==> config.mk <==
export PLATFORM = sky130hd
export DESIGN_NAME = base64_encoder_line_wrap
export DESIGN_NICKNAME = d
export VERILOG_FILES = /design/src/rtl/core/b64e_pkg.sv /design/src/rtl/core/b64e_front.sv /design/src/rtl/core/b64e_queue.sv /design/src/rtl/core/b64e_back.sv /design/src/rtl/core/base64_encoder_line_wrap.sv
export SDC_FILE = /design/constraint.sdc
export NUM_CORES = 1
export LEC_CHECK = 0
export BUFFER_PORTS_ARGS = -buffer_cell sky130_fd_sc_hd__buf_2
export CORE_MARGIN = 5
export CORE_UTILIZATION = 43
export CTS_CLUSTER_DIAMETER = 100
export CTS_CLUSTER_SIZE = 20
export DETAILED_ROUTE_END_ITERATION = 8
export HOLD_SLACK_MARGIN = 0.02
export SYNTH_ARGS = -nofsm -noshare
export SYNTH_HDL_FRONTEND = slang
export SYNTH_SLANG_ARGS = --single-unit
==> constraint.sdc <==
create_clock -name clk -period 4.6 [get_ports clk]
set_input_delay 0.23 -clock clk [delete_from_list [all_inputs] [get_ports clk]]
set_output_delay 0.23 -clock clk [all_outputs]
set_load 0.02 [all_outputs]
==> src/rtl/core/b64e_pkg.sv <==
`timescale 1ns / 1ps
// ----------------------------------------------------------------------------
// b64e_pkg
// Shared types, constants and the character table of the base64 line encoder.
// ----------------------------------------------------------------------------
package b64e_pkg;

  localparam int B64E_GROUP_BYTES = 3;
  localparam int B64E_QUEUE_DEPTH = 2;
  localparam int B64E_LINE_W      = 10;

  localparam logic [7:0] B64E_PAD_CHAR     = 8'h3D;
  localparam logic [7:0] B64E_NEWLINE_CHAR = 8'h0A;

  // request codes
  localparam logic REQ_DATA   = 1'b0;
  localparam logic REQ_FINISH = 1'b1;

  // one quad to be written out, with the valid byte count and a trailing newline flag
  typedef struct packed {
    logic [7:0] b0;
    logic [7:0] b1;
    logic [7:0] b2;
    logic [1:0] nbytes;
    logic       newline;
  } b64e_job_t;

  typedef struct packed {
    logic full;
    logic empty;
  } b64e_qstat_t;

  function automatic logic [7:0] sextet_char(input logic [5:0] v);
    logic [7:0] c;
    if (v < 6'd26) begin
      c = 8'h41 + {2'b00, v};
    end else if (v < 6'd52) begin
      c = 8'h61 + {2'b00, v - 6'd26};
    end else if (v < 6'd62) begin
      c = 8'h30 + {2'b00, v - 6'd52};
    end else if (v == 6'd62) begin
      c = 8'h2B;
    end else begin
      c = 8'h2F;
    end
    return c;
  endfunction

endpackage

==> src/rtl/core/b64e_front.sv <==
`timescale 1ns / 1ps
// ----------------------------------------------------------------------------
// b64e_front
// Takes bytes and finish requests, gathers groups and posts quad jobs.
// ----------------------------------------------------------------------------
module b64e_front
  import b64e_pkg::*;
(
  input  logic                    clk,
  input  logic                    rst,
  input  logic                    push,
  input  logic                    req_type,
  input  logic [7:0]              data_byte,
  input  logic                    cfg_we,
  input  logic [B64E_LINE_W-1:0]  cfg_wdata,
  input  logic                    q_full,
  output logic                    job_we,
  output b64e_job_t               job
);

  logic [B64E_LINE_W-1:0] quads_per_line;
  logic [7:0]             held0;
  logic [7:0]             held1;
  logic [1:0]             held_count;
  logic [1:0]             held_count_next;
  logic [B64E_LINE_W-1:0] quads_on_line;
  logic [B64E_LINE_W-1:0] quads_on_line_next;
  logic [B64E_LINE_W-1:0] quads_inc;
  logic                   accept;
  logic                   emit;

  localparam logic [1:0] FULL_GROUP = 2'(B64E_GROUP_BYTES);
  localparam logic [1:0] LAST_HELD  = 2'(B64E_GROUP_BYTES - 1);

  assign accept    = push && !q_full;
  assign quads_inc = quads_on_line + B64E_LINE_W'(1);

  always_comb begin
    emit               = 1'b0;
    held_count_next    = held_count;
    quads_on_line_next = quads_on_line;
    job.b0             = held0;
    job.b1             = held1;
    job.b2             = 8'h00;
    job.nbytes         = held_count;
    job.newline        = 1'b0;
    if (accept) begin
      if (req_type == REQ_DATA) begin
        if (held_count == LAST_HELD) begin
          emit            = 1'b1;
          job.b2          = data_byte;
          job.nbytes      = FULL_GROUP;
          held_count_next = 2'd0;
        end else begin
          held_count_next = held_count + 2'd1;
        end
      end else if (held_count != 2'd0) begin
        emit            = 1'b1;
        held_count_next = 2'd0;
      end
    end
    // line accounting is done here so the back end only replays characters
    if (emit && quads_per_line != '0) begin
      if (quads_inc >= quads_per_line) begin
        job.newline        = 1'b1;
        quads_on_line_next = '0;
      end else begin
        quads_on_line_next = quads_inc;
      end
    end
  end

  assign job_we = emit;

  always_ff @(posedge clk) begin
    if (rst) begin
      quads_per_line <= '0;
      held_count     <= 2'd0;
      quads_on_line  <= '0;
      held0          <= 8'h00;
      held1          <= 8'h00;
    end else begin
      if (cfg_we) begin
        quads_per_line <= cfg_wdata;
      end
      held_count    <= held_count_next;
      quads_on_line <= quads_on_line_next;
      if (accept && req_type == REQ_DATA) begin
        if (held_count == 2'd0) begin
          held0 <= data_byte;
        end
        if (held_count == 2'd1) begin
          held1 <= data_byte;
        end
      end
    end
  end

endmodule

==> src/rtl/core/b64e_queue.sv <==
`timescale 1ns / 1ps
// ----------------------------------------------------------------------------
// b64e_queue
// Short job queue between the front and back ends.
// ----------------------------------------------------------------------------
module b64e_queue
  import b64e_pkg::*;
#(
  parameter int DEPTH = B64E_QUEUE_DEPTH
) (
  input  logic        clk,
  input  logic        rst,
  input  logic        wr_en,
  input  b64e_job_t   wr_job,
  input  logic        rd_en,
  output b64e_job_t   rd_job,
  output b64e_qstat_t stat
);

  localparam int AW = (DEPTH > 1) ? $clog2(DEPTH) : 1;
  localparam int CW = $clog2(DEPTH + 1);

  b64e_job_t       mem [DEPTH];
  logic [AW-1:0]   wr_ptr;
  logic [AW-1:0]   rd_ptr;
  logic [CW-1:0]   count;
  logic            do_wr;
  logic            do_rd;

  assign stat.full  = (count == CW'(DEPTH));
  assign stat.empty = (count == '0);
  assign do_wr      = wr_en && !stat.full;
  assign do_rd      = rd_en && !stat.empty;
  assign rd_job     = mem[rd_ptr];

  always_ff @(posedge clk) begin
    if (do_wr) begin
      mem[wr_ptr] <= wr_job;
    end
  end

  always_ff @(posedge clk) begin
    if (rst) begin
      wr_ptr <= '0;
      rd_ptr <= '0;
      count  <= '0;
    end else begin
      if (do_wr) begin
        wr_ptr <= (wr_ptr == AW'(DEPTH - 1)) ? '0 : wr_ptr + AW'(1);
      end
      if (do_rd) begin
        rd_ptr <= (rd_ptr == AW'(DEPTH - 1)) ? '0 : rd_ptr + AW'(1);
      end
      if (do_wr && !do_rd) begin
        count <= count + CW'(1);
      end else if (do_rd && !do_wr) begin
        count <= count - CW'(1);
      end
    end
  end

endmodule

==> src/rtl/core/b64e_back.sv <==
`timescale 1ns / 1ps
// ----------------------------------------------------------------------------
// b64e_back
// Walks the head job one character a cycle into the output register, while pop keeps it draining.
// ----------------------------------------------------------------------------
module b64e_back
  import b64e_pkg::*;
(
  input  logic        clk,
  input  logic        rst,
  input  b64e_job_t   job,
  input  logic        q_empty,
  output logic        q_pop,
  input  logic        pop,
  output logic        empty,
  output logic [7:0]  char_code,
  output logic        last_of_run
);

  localparam logic [2:0] IDX_C0 = 3'd0;
  localparam logic [2:0] IDX_C1 = 3'd1;
  localparam logic [2:0] IDX_C2 = 3'd2;
  localparam logic [2:0] IDX_C3 = 3'd3;
  localparam logic [2:0] IDX_NL = 3'd4;

  logic [2:0] idx;
  logic       out_valid;
  logic       load;
  logic [7:0] ch;
  logic       ch_last;
  logic       two_plus;
  logic       three;
  logic [3:0] lo1;
  logic [1:0] lo2;

  assign two_plus = (job.nbytes > 2'd1);
  assign three    = (job.nbytes > 2'd2);
  assign lo1      = two_plus ? job.b1[7:4] : 4'h0;
  assign lo2      = three ? job.b2[7:6] : 2'b00;

  always_comb begin
    ch      = B64E_NEWLINE_CHAR;
    ch_last = 1'b0;
    unique case (idx)
      IDX_C0: ch = sextet_char(job.b0[7:2]);
      IDX_C1: ch = sextet_char({job.b0[1:0], lo1});
      IDX_C2: ch = two_plus ? sextet_char({job.b1[3:0], lo2}) : B64E_PAD_CHAR;
      IDX_C3: begin
        ch      = three ? sextet_char(job.b2[5:0]) : B64E_PAD_CHAR;
        ch_last = !job.newline;
      end
      default: begin
        ch      = B64E_NEWLINE_CHAR;
        ch_last = 1'b1;
      end
    endcase
  end

  // output register refills in the cycle it is taken, if a job is queued
  assign load  = !q_empty && (!out_valid || pop);
  assign q_pop = load && ch_last;
  assign empty = !out_valid;

  always_ff @(posedge clk) begin
    if (load) begin
      char_code   <= ch;
      last_of_run <= ch_last;
    end
  end

  always_ff @(posedge clk) begin
    if (rst) begin
      out_valid <= 1'b0;
      idx       <= IDX_C0;
    end else begin
      if (load) begin
        out_valid <= 1'b1;
        idx       <= ch_last ? IDX_C0 : ((idx == IDX_C3) ? IDX_NL : idx + 3'd1);
      end else if (pop) begin
        out_valid <= 1'b0;
      end
    end
  end

endmodule

==> src/rtl/core/base64_encoder_line_wrap.sv <==
`timescale 1ns / 1ps
// ----------------------------------------------------------------------------
// base64_encoder_line_wrap
// Byte-in, character-out base64 encoder with optional newline insertion.
// ----------------------------------------------------------------------------
// Input side is a queue write port: a transaction is taken when push is high
// and full is low. req_type selects a data byte or a finish (pad and flush).
// Output side is a queue read port: while empty is low the oldest character
// sits on char_code/last_of_run and is taken when pop is high.
// last_of_run marks the final character caused by one input transaction.
// cfg_we/cfg_wdata write quads_per_line (0 = no newlines); write it idle.
// Throughput: one input transaction per cycle while full is low, into a job
// queue of QUEUE_DEPTH quads; the output side gives one character per cycle
// while pop is high, so a group of three bytes drains as 4 or 5 characters
// through the single character output port.
// The job for a quad enters the job queue as the byte that completes it is
// taken; its first character then moves into the output register once free.
// Reset clears the held bytes, line count, quads_per_line, output register and job queue.
// When pop is held low the output register and job queue fill, then full
// rises and input transactions wait; nothing is dropped.
// ----------------------------------------------------------------------------
module base64_encoder_line_wrap
  import b64e_pkg::*;
#(
  parameter int QUEUE_DEPTH = B64E_QUEUE_DEPTH
) (
  input  logic                   clk,
  input  logic                   rst,
  input  logic                   push,
  output logic                   full,
  input  logic                   req_type,
  input  logic [7:0]             data_byte,
  output logic                   empty,
  input  logic                   pop,
  output logic [7:0]             char_code,
  output logic                   last_of_run,
  input  logic                   cfg_we,
  input  logic [B64E_LINE_W-1:0] cfg_wdata
);

  b64e_job_t   wr_job;
  b64e_job_t   head_job;
  b64e_qstat_t q_stat;
  logic        job_we;
  logic        q_pop;

  b64e_front u_front (
    .clk       (clk),
    .rst       (rst),
    .push      (push),
    .req_type  (req_type),
    .data_byte (data_byte),
    .cfg_we    (cfg_we),
    .cfg_wdata (cfg_wdata),
    .q_full    (q_stat.full),
    .job_we    (job_we),
    .job       (wr_job)
  );

  b64e_queue #(
    .DEPTH (QUEUE_DEPTH)
  ) u_queue (
    .clk    (clk),
    .rst    (rst),
    .wr_en  (job_we),
    .wr_job (wr_job),
    .rd_en  (q_pop),
    .rd_job (head_job),
    .stat   (q_stat)
  );

  b64e_back u_back (
    .clk         (clk),
    .rst         (rst),
    .job         (head_job),
    .q_empty     (q_stat.empty),
    .q_pop       (q_pop),
    .pop         (pop),
    .empty       (empty),
    .char_code   (char_code),
    .last_of_run (last_of_run)
  );

  assign full = q_stat.full;

`ifndef SYNTHESIS
  // a newline only ever closes a run
  a_newline_is_last: assert property (@(posedge clk) disable iff (rst)
    (!empty && char_code == B64E_NEWLINE_CHAR) |-> last_of_run)
    else $error("newline not marked last of run");

  // a run never has a gap: the next character follows at once
  a_run_contiguous: assert property (@(posedge clk) disable iff (rst)
    (!empty && pop && !last_of_run) |=> !empty)
    else $error("gap inside a run");

  // reset leaves both sides drained
  a_reset_clears: assert property (@(posedge clk)
    rst |=> (empty && !full))
    else $error("block not clear after reset");
`endif

endmodule

* After elaboration in Yosys (flattened, before gate mapping)
Memories as Yosys holds them, arrays and structs flattened. A register that Yosys moved wholly into a read port is not among the register bits.
Cells that the tools add are included.
W data, S select, Z words.
** Storage, ports and cells
- Bits in registers :: 55
- Bits in writable memories :: 54
- Input port bits :: 24
- Output and inout port bits :: 11
- Word-level logic and storage cells :: 141
- Memories :: 1
** Operators by class
- Add/subtract/negate cells :: 27
- Magnitude comparators :: 15
- Eq/ne operators :: 11
- Mux-type cells :: 47
- Bitwise operators :: 1
- Reduce and logical (&&, ||, !) cells :: 27
** Memories
- u_queue.mem :: words 2, bits a word 27, read ports 1, clocked after memory_dff 1, wr ports 1, RTL line b64e_queue.sv:23 : b64e_job_t mem [DEPTH];
** Operators with widths (count)
- $mux W8 :: 14
- $add A7 B6 Y8 const A :: 8
- $lt A6 B6 Y1 const B :: 8
- $mux W10 :: 4
- $pmux W8 S4 :: 1
- $add A6 B6 Y7 const A :: 4
- $eq A6 B6 Y1 const B :: 4
- $lt A6 B5 Y1 const B :: 4
- $sub A6 B5 Y6 const B :: 4
- $sub A6 B6 Y6 const B :: 4
- $mux W3 :: 6
- $mux W1 :: 14
- $mux W2 :: 6
- $add A10 B1 Y10 const B :: 1
- $ge A10 B10 Y1 :: 1
- $reduce_bool A10 Y1 :: 1
- $logic_and A1 B1 Y1 :: 9
- $eq A3 B2 Y1 const B :: 2
- $logic_not A1 Y1 :: 6
- $reduce_and A2 Y1 :: 3
- $reduce_bool A2 Y1 :: 3
- $add A2 B1 Y2 const B :: 2
- $eq A2 B2 Y1 const B :: 2
- $logic_not A2 Y1 :: 2
- other kinds (14) :: 15

* Logic depth before layout (Yosys ltp)
- Word-level depth :: 9
- Mapped depth :: 13
- Gate-level depth less buffers :: 11

* Modules after synthesis
Synthesis repeated with hierarchy kept, for this count alone.
** Second synthesis, totals
- Cells, all modules :: 673
- Area total of the unflattened synthesis :: 6816.5 µm²
** By module, submodules not included
- b64e_back :: times used 1, cells each 344, area each 2687.6 µm², sequential area each 350.3 µm²
- b64e_queue :: times used 1, cells each 109, area each 2163.3 µm², sequential area each 1721.7 µm²
- b64e_front :: times used 1, cells each 220, area each 1965.6 µm², sequential area each 760.7 µm²

* Worst setup path after synthesis
No wires, ideal clock.
- Path type :: register -> register
- Start point :: register with a tool-made name
- End point :: register u_back.char_code[4] (data pin)
- Library setup time :: 0.268 ns
- Data arrival time :: 2.787 ns
- Data required time :: 4.332 ns
- Slack :: 1.545 ns
- Stages on the path, launching flop included :: 13
- Buffers on the path :: 3
- Clock period less this slack :: 3.055 ns
- Path through :: dfxtp_1 -> buf_6 -> buf_6 -> buf_6 -> mux2i_1 -> ha_1 -> or3b_2 -> mux2i_1 -> a211oi_1 -> a21oi_1 -> a21oi_1 -> o21ai_0 -> nand4_1
** RTL lines
- end signal: assignment :: RTL line b64e_back.sv:66 : char_code <= ch;
- end: declaration :: RTL line b64e_back.sv:16 : output logic [7:0] char_code,

==> metrics <==
post-synthesis share of cell area spent on full adders, half adders and majority gates 0.102; min Tclk post-route 3.79 ns; number of instances resized during post-cts repair 0; count of buffering cells on the critical path with inverters included 0; number of global-route vias before repair 4921; maximum level of the CTS H-tree 3; Inserted Clock Buffers 9; static leakage power 3.04 nW; routability-driven placement congestion ratio 1.00; depth of the worst hold-timing path 3; mux contribution to synthesized area 0.0835; asr flop ratio synth 0; number of warnings issued by yosys 0; largest net degree at the start of global routing 42; synthesis-to-layout area growth 10.2%; average cell area after synthesis 10.2 um^2; kind of capture point of the worst setup path register; Final Total Pwr 2.19 mW; Crit path arrival time 3.87 ns; number of nets at the end of the flow 799; hold buffer count at cts 0; effective utilization at floorplan 0.440; aggregate global-route resource usage 0.180; cell types with the largest area share after synthesis sky130_fd_sc_hd__edfxtp_1 27%, sky130_fd_sc_hd__dfxtp_1 13%, sky130_fd_sc_hd__ha_1 10%; maximum fanout along the worst path 36; final HPWL from detailed placement 12.6 mm; number of design-rule violations left by the first detailed-router iteration 340; clock-pin slew of the registers on the worst-case setup and hold paths 0.07 ns; Clock Tree Buf Depth 2; Total Neg Setup Slack 0 ns; required time of the worst setup path 4.68 ns; Max-cap violations 0; kind of cell adding the most delay to the critical path multiplexers; post-synth cell types 80; number of hold violations in the final report 0; Setup-failing EPs final 0; clock tree from TritonCTS done; cells along the critical path mux2i_1 -> ha_1 -> or3b_2 -> mux2i_1 -> a211oi_1 -> a21oi_1 -> a21oi_1 -> o21ai_0 -> nand4_1; final-layout fill cell count 1504; flip-flop and latch count after synthesis 110; largest family of logic cells by synthesized area simple AND/OR/NAND/NOR gates; final standard cell utilization of the core 0.484; kind of path behind the tightest hold check in2reg; io pins 35; EDFF count, synth 63; setup repair after global routing missed its margin no; portion of synthesized cell area occupied by the leading cell type 0.271; initial antenna violation count 1; die outline width 137 um; synthesized netlist net count 768; Highest Clock Rate 0.264 GHz; wire length of the first global-routing pass 26.4 mm; highest-delay cell along the critical path sky130_fd_sc_hd__dfxtp_2; share of post-route cells with drive strength above 1 0.134; aggregate routed wire length 16.3 mm; die area 18900 um^2; transition time of the tightest slew-check pin 1.03 ns; sum of overflow across all layers after global routing 0; placed cell area 7360 um^2; launching element type of the critical path register; vias per cell 5.47; largest voltage drop on the vdd net 0.178 mV; overall via count from detail_route 5140; Slew Limit Headroom 0.293; synthesized area 6980 um^2; max-slew violations 0; largest clock skew in the final design 0.00611 ns; number of placement rows 46; vertical die dimension 137 um; count of antenna diodes in the layout 0; routed len/inst 17.4 um; number of gates on the worst path with buffers counted 9; Power Density 285 nW/um^2; area of the core 15900 um^2; cells after synthesis 687; biggest area consumer among synthesized cells sky130_fd_sc_hd__edfxtp_1; worst hold-check slack 0.115 ns; Compound-Gate Fraction of Synth Area 0.145; delay of the slowest critical-path stage 0.86 ns; portion of the clock cycle consumed by the worst path in the final layout 0.824; clock sinks 110; run status complete, no violations; register area share after synthesis 0.406; number of remaining DRC errors 0; number of port buffers 34; buffer type at the clock tree root sky130_fd_sc_hd__clkbuf_16; post-CTS repair timing setup buffer count 0; clock latency reported for the late side of the worst-skew pair 0.35 ns; count of antenna-violating nets left after detailed routing 0; cell count of the worst reg-to-reg path 9; fraction of synthesized cell area in xor and xnor cells 0.0701; leading register cell type out of synthesis sky130_fd_sc_hd__edfxtp_1; simple-gate area share of the yosys netlist 0.155; Final Instance Area 7690 um^2; first drt pass iteration count 5; Worst Path Class, Setup reg2reg
-- final cells by class --
type | count | area, um^2 | area share
inverter | 39 | 146 | 0.0190
sequential | 110 | 2830 | 0.368
clock inverter | 5 | 88.8 | 0.0115
clock buffer | 11 | 243 | 0.0315
multi-input combinational | 517 | 3890 | 0.506
timing repair buffer | 41 | 223 | 0.0289
tap | 216 | 270 | 0.0351
-- Yosys cell counts (10+ instances only) --
master	n
sky130_fd_sc_hd__edfxtp_1	63
sky130_fd_sc_hd__clkbuf_1	11
sky130_fd_sc_hd__nand3_1	13
sky130_fd_sc_hd__o21ai_0	17
sky130_fd_sc_hd__mux2i_1	40
sky130_fd_sc_hd__nand2_1	34
sky130_fd_sc_hd__dfxtp_1	47
sky130_fd_sc_hd__nand2b_1	12
sky130_fd_sc_hd__ha_1	57
sky130_fd_sc_hd__nor2_1	58
sky130_fd_sc_hd__xnor2_1	30
sky130_fd_sc_hd__inv_1	35
sky130_fd_sc_hd__a21o_1	11
sky130_fd_sc_hd__nand3b_1	10
sky130_fd_sc_hd__nor3_1	24
sky130_fd_sc_hd__nor2b_1	11
sky130_fd_sc_hd__xor2_1	24
sky130_fd_sc_hd__a21oi_1	42
-- state kept, by name, summed over array words and instances (netlist names), named ones only --
register                cells
u_queue.mem                54
u_front.quads_on_line      10
u_front.quads_per_line     10
u_back.char_code            8
u_front.held0               8
u_front.held1               8
u_back.idx                  3
u_front.held_count          2
u_queue.count               2
u_back.last_of_run          1
u_back.out_valid            1
u_queue.rd_ptr              1
u_queue.wr_ptr              1
-- cell families after synthesis --
group	Yosys count
adders and majority gates	57
xor gates and xnor gates	55
and+or+nand+nor	208
AOI/OAI and AO/OA	145
buffers and inverters	60
muxes	52
DFF	110
-- per-layer routing --
metal	wire, um	track usage	up-vias	part of all wire
met4	413	0.0704	2	0.025
li1	-	-	2565	-
met1	7930	0.258	2432	0.49
met2	7320	0.273	118	0.45
met3	644	0.0259	23	0.039
met5	18	0	-	0.0011
-- where the power goes --
group	internal (mW)	total, mW	switching, mW
registers	1.06	1.09	0.0208
logic	0.0978	0.247	0.149
clock network	0.500	0.862	0.362
total	1.66	2.19	0.532
-- path summary, 6_finish.rpt --
check / startpoint / endpoint / slack, ns
max: register / u_back.char_code[4] / 0.81
min: cfg_wdata[3] / u_front.quads_per_line[3] / 0.11
max reg2reg: register / u_back.char_code[4] / 0.81
min reg2reg: u_front.held1[0] / u_queue.mem[0][11] / 0.46
-- through the flow --
step	instances	worst slack [ns]
2_1_floorplan	687	1.55
4_1_cts	939	0.842
3_5_place_dp	923	0.872
6_report	939	0.810
5_1_grt	939	0.578
3_3_place_gp	923	0.983
-- cells in the final DEF, fill, tap and decap left out, types with 12 or more instances in the layout --
cell                       count
sky130_fd_sc_hd__dfxtp_1      46
sky130_fd_sc_hd__a21oi_1      42
sky130_fd_sc_hd__mux2i_1      40
sky130_fd_sc_hd__nand3_1      13
sky130_fd_sc_hd__o21ai_0      17
sky130_fd_sc_hd__ha_1         57
sky130_fd_sc_hd__xor2_1       24
sky130_fd_sc_hd__nand2b_1     12
sky130_fd_sc_hd__inv_1        35
sky130_fd_sc_hd__buf_2        34
sky130_fd_sc_hd__edfxtp_1     63
sky130_fd_sc_hd__xnor2_1      30
sky130_fd_sc_hd__nor3_1       24
sky130_fd_sc_hd__nor2_1       56
sky130_fd_sc_hd__nand2_1      34
-- worst reg2reg max path, cell delays in order, from the launching register on --
cell and delay (ns):
sky130_fd_sc_hd__dfxtp_2 0.86, sky130_fd_sc_hd__mux2i_1 0.66, sky130_fd_sc_hd__ha_1 0.37, sky130_fd_sc_hd__or3b_2 0.45, sky130_fd_sc_hd__mux2i_1 0.37, sky130_fd_sc_hd__a211oi_1 0.09
sky130_fd_sc_hd__a21oi_1 0.14, sky130_fd_sc_hd__a21oi_1 0.08, sky130_fd_sc_hd__o21ai_0 0.37, sky130_fd_sc_hd__nand4_1 0.13
Power figures use the tool's default switching activity.
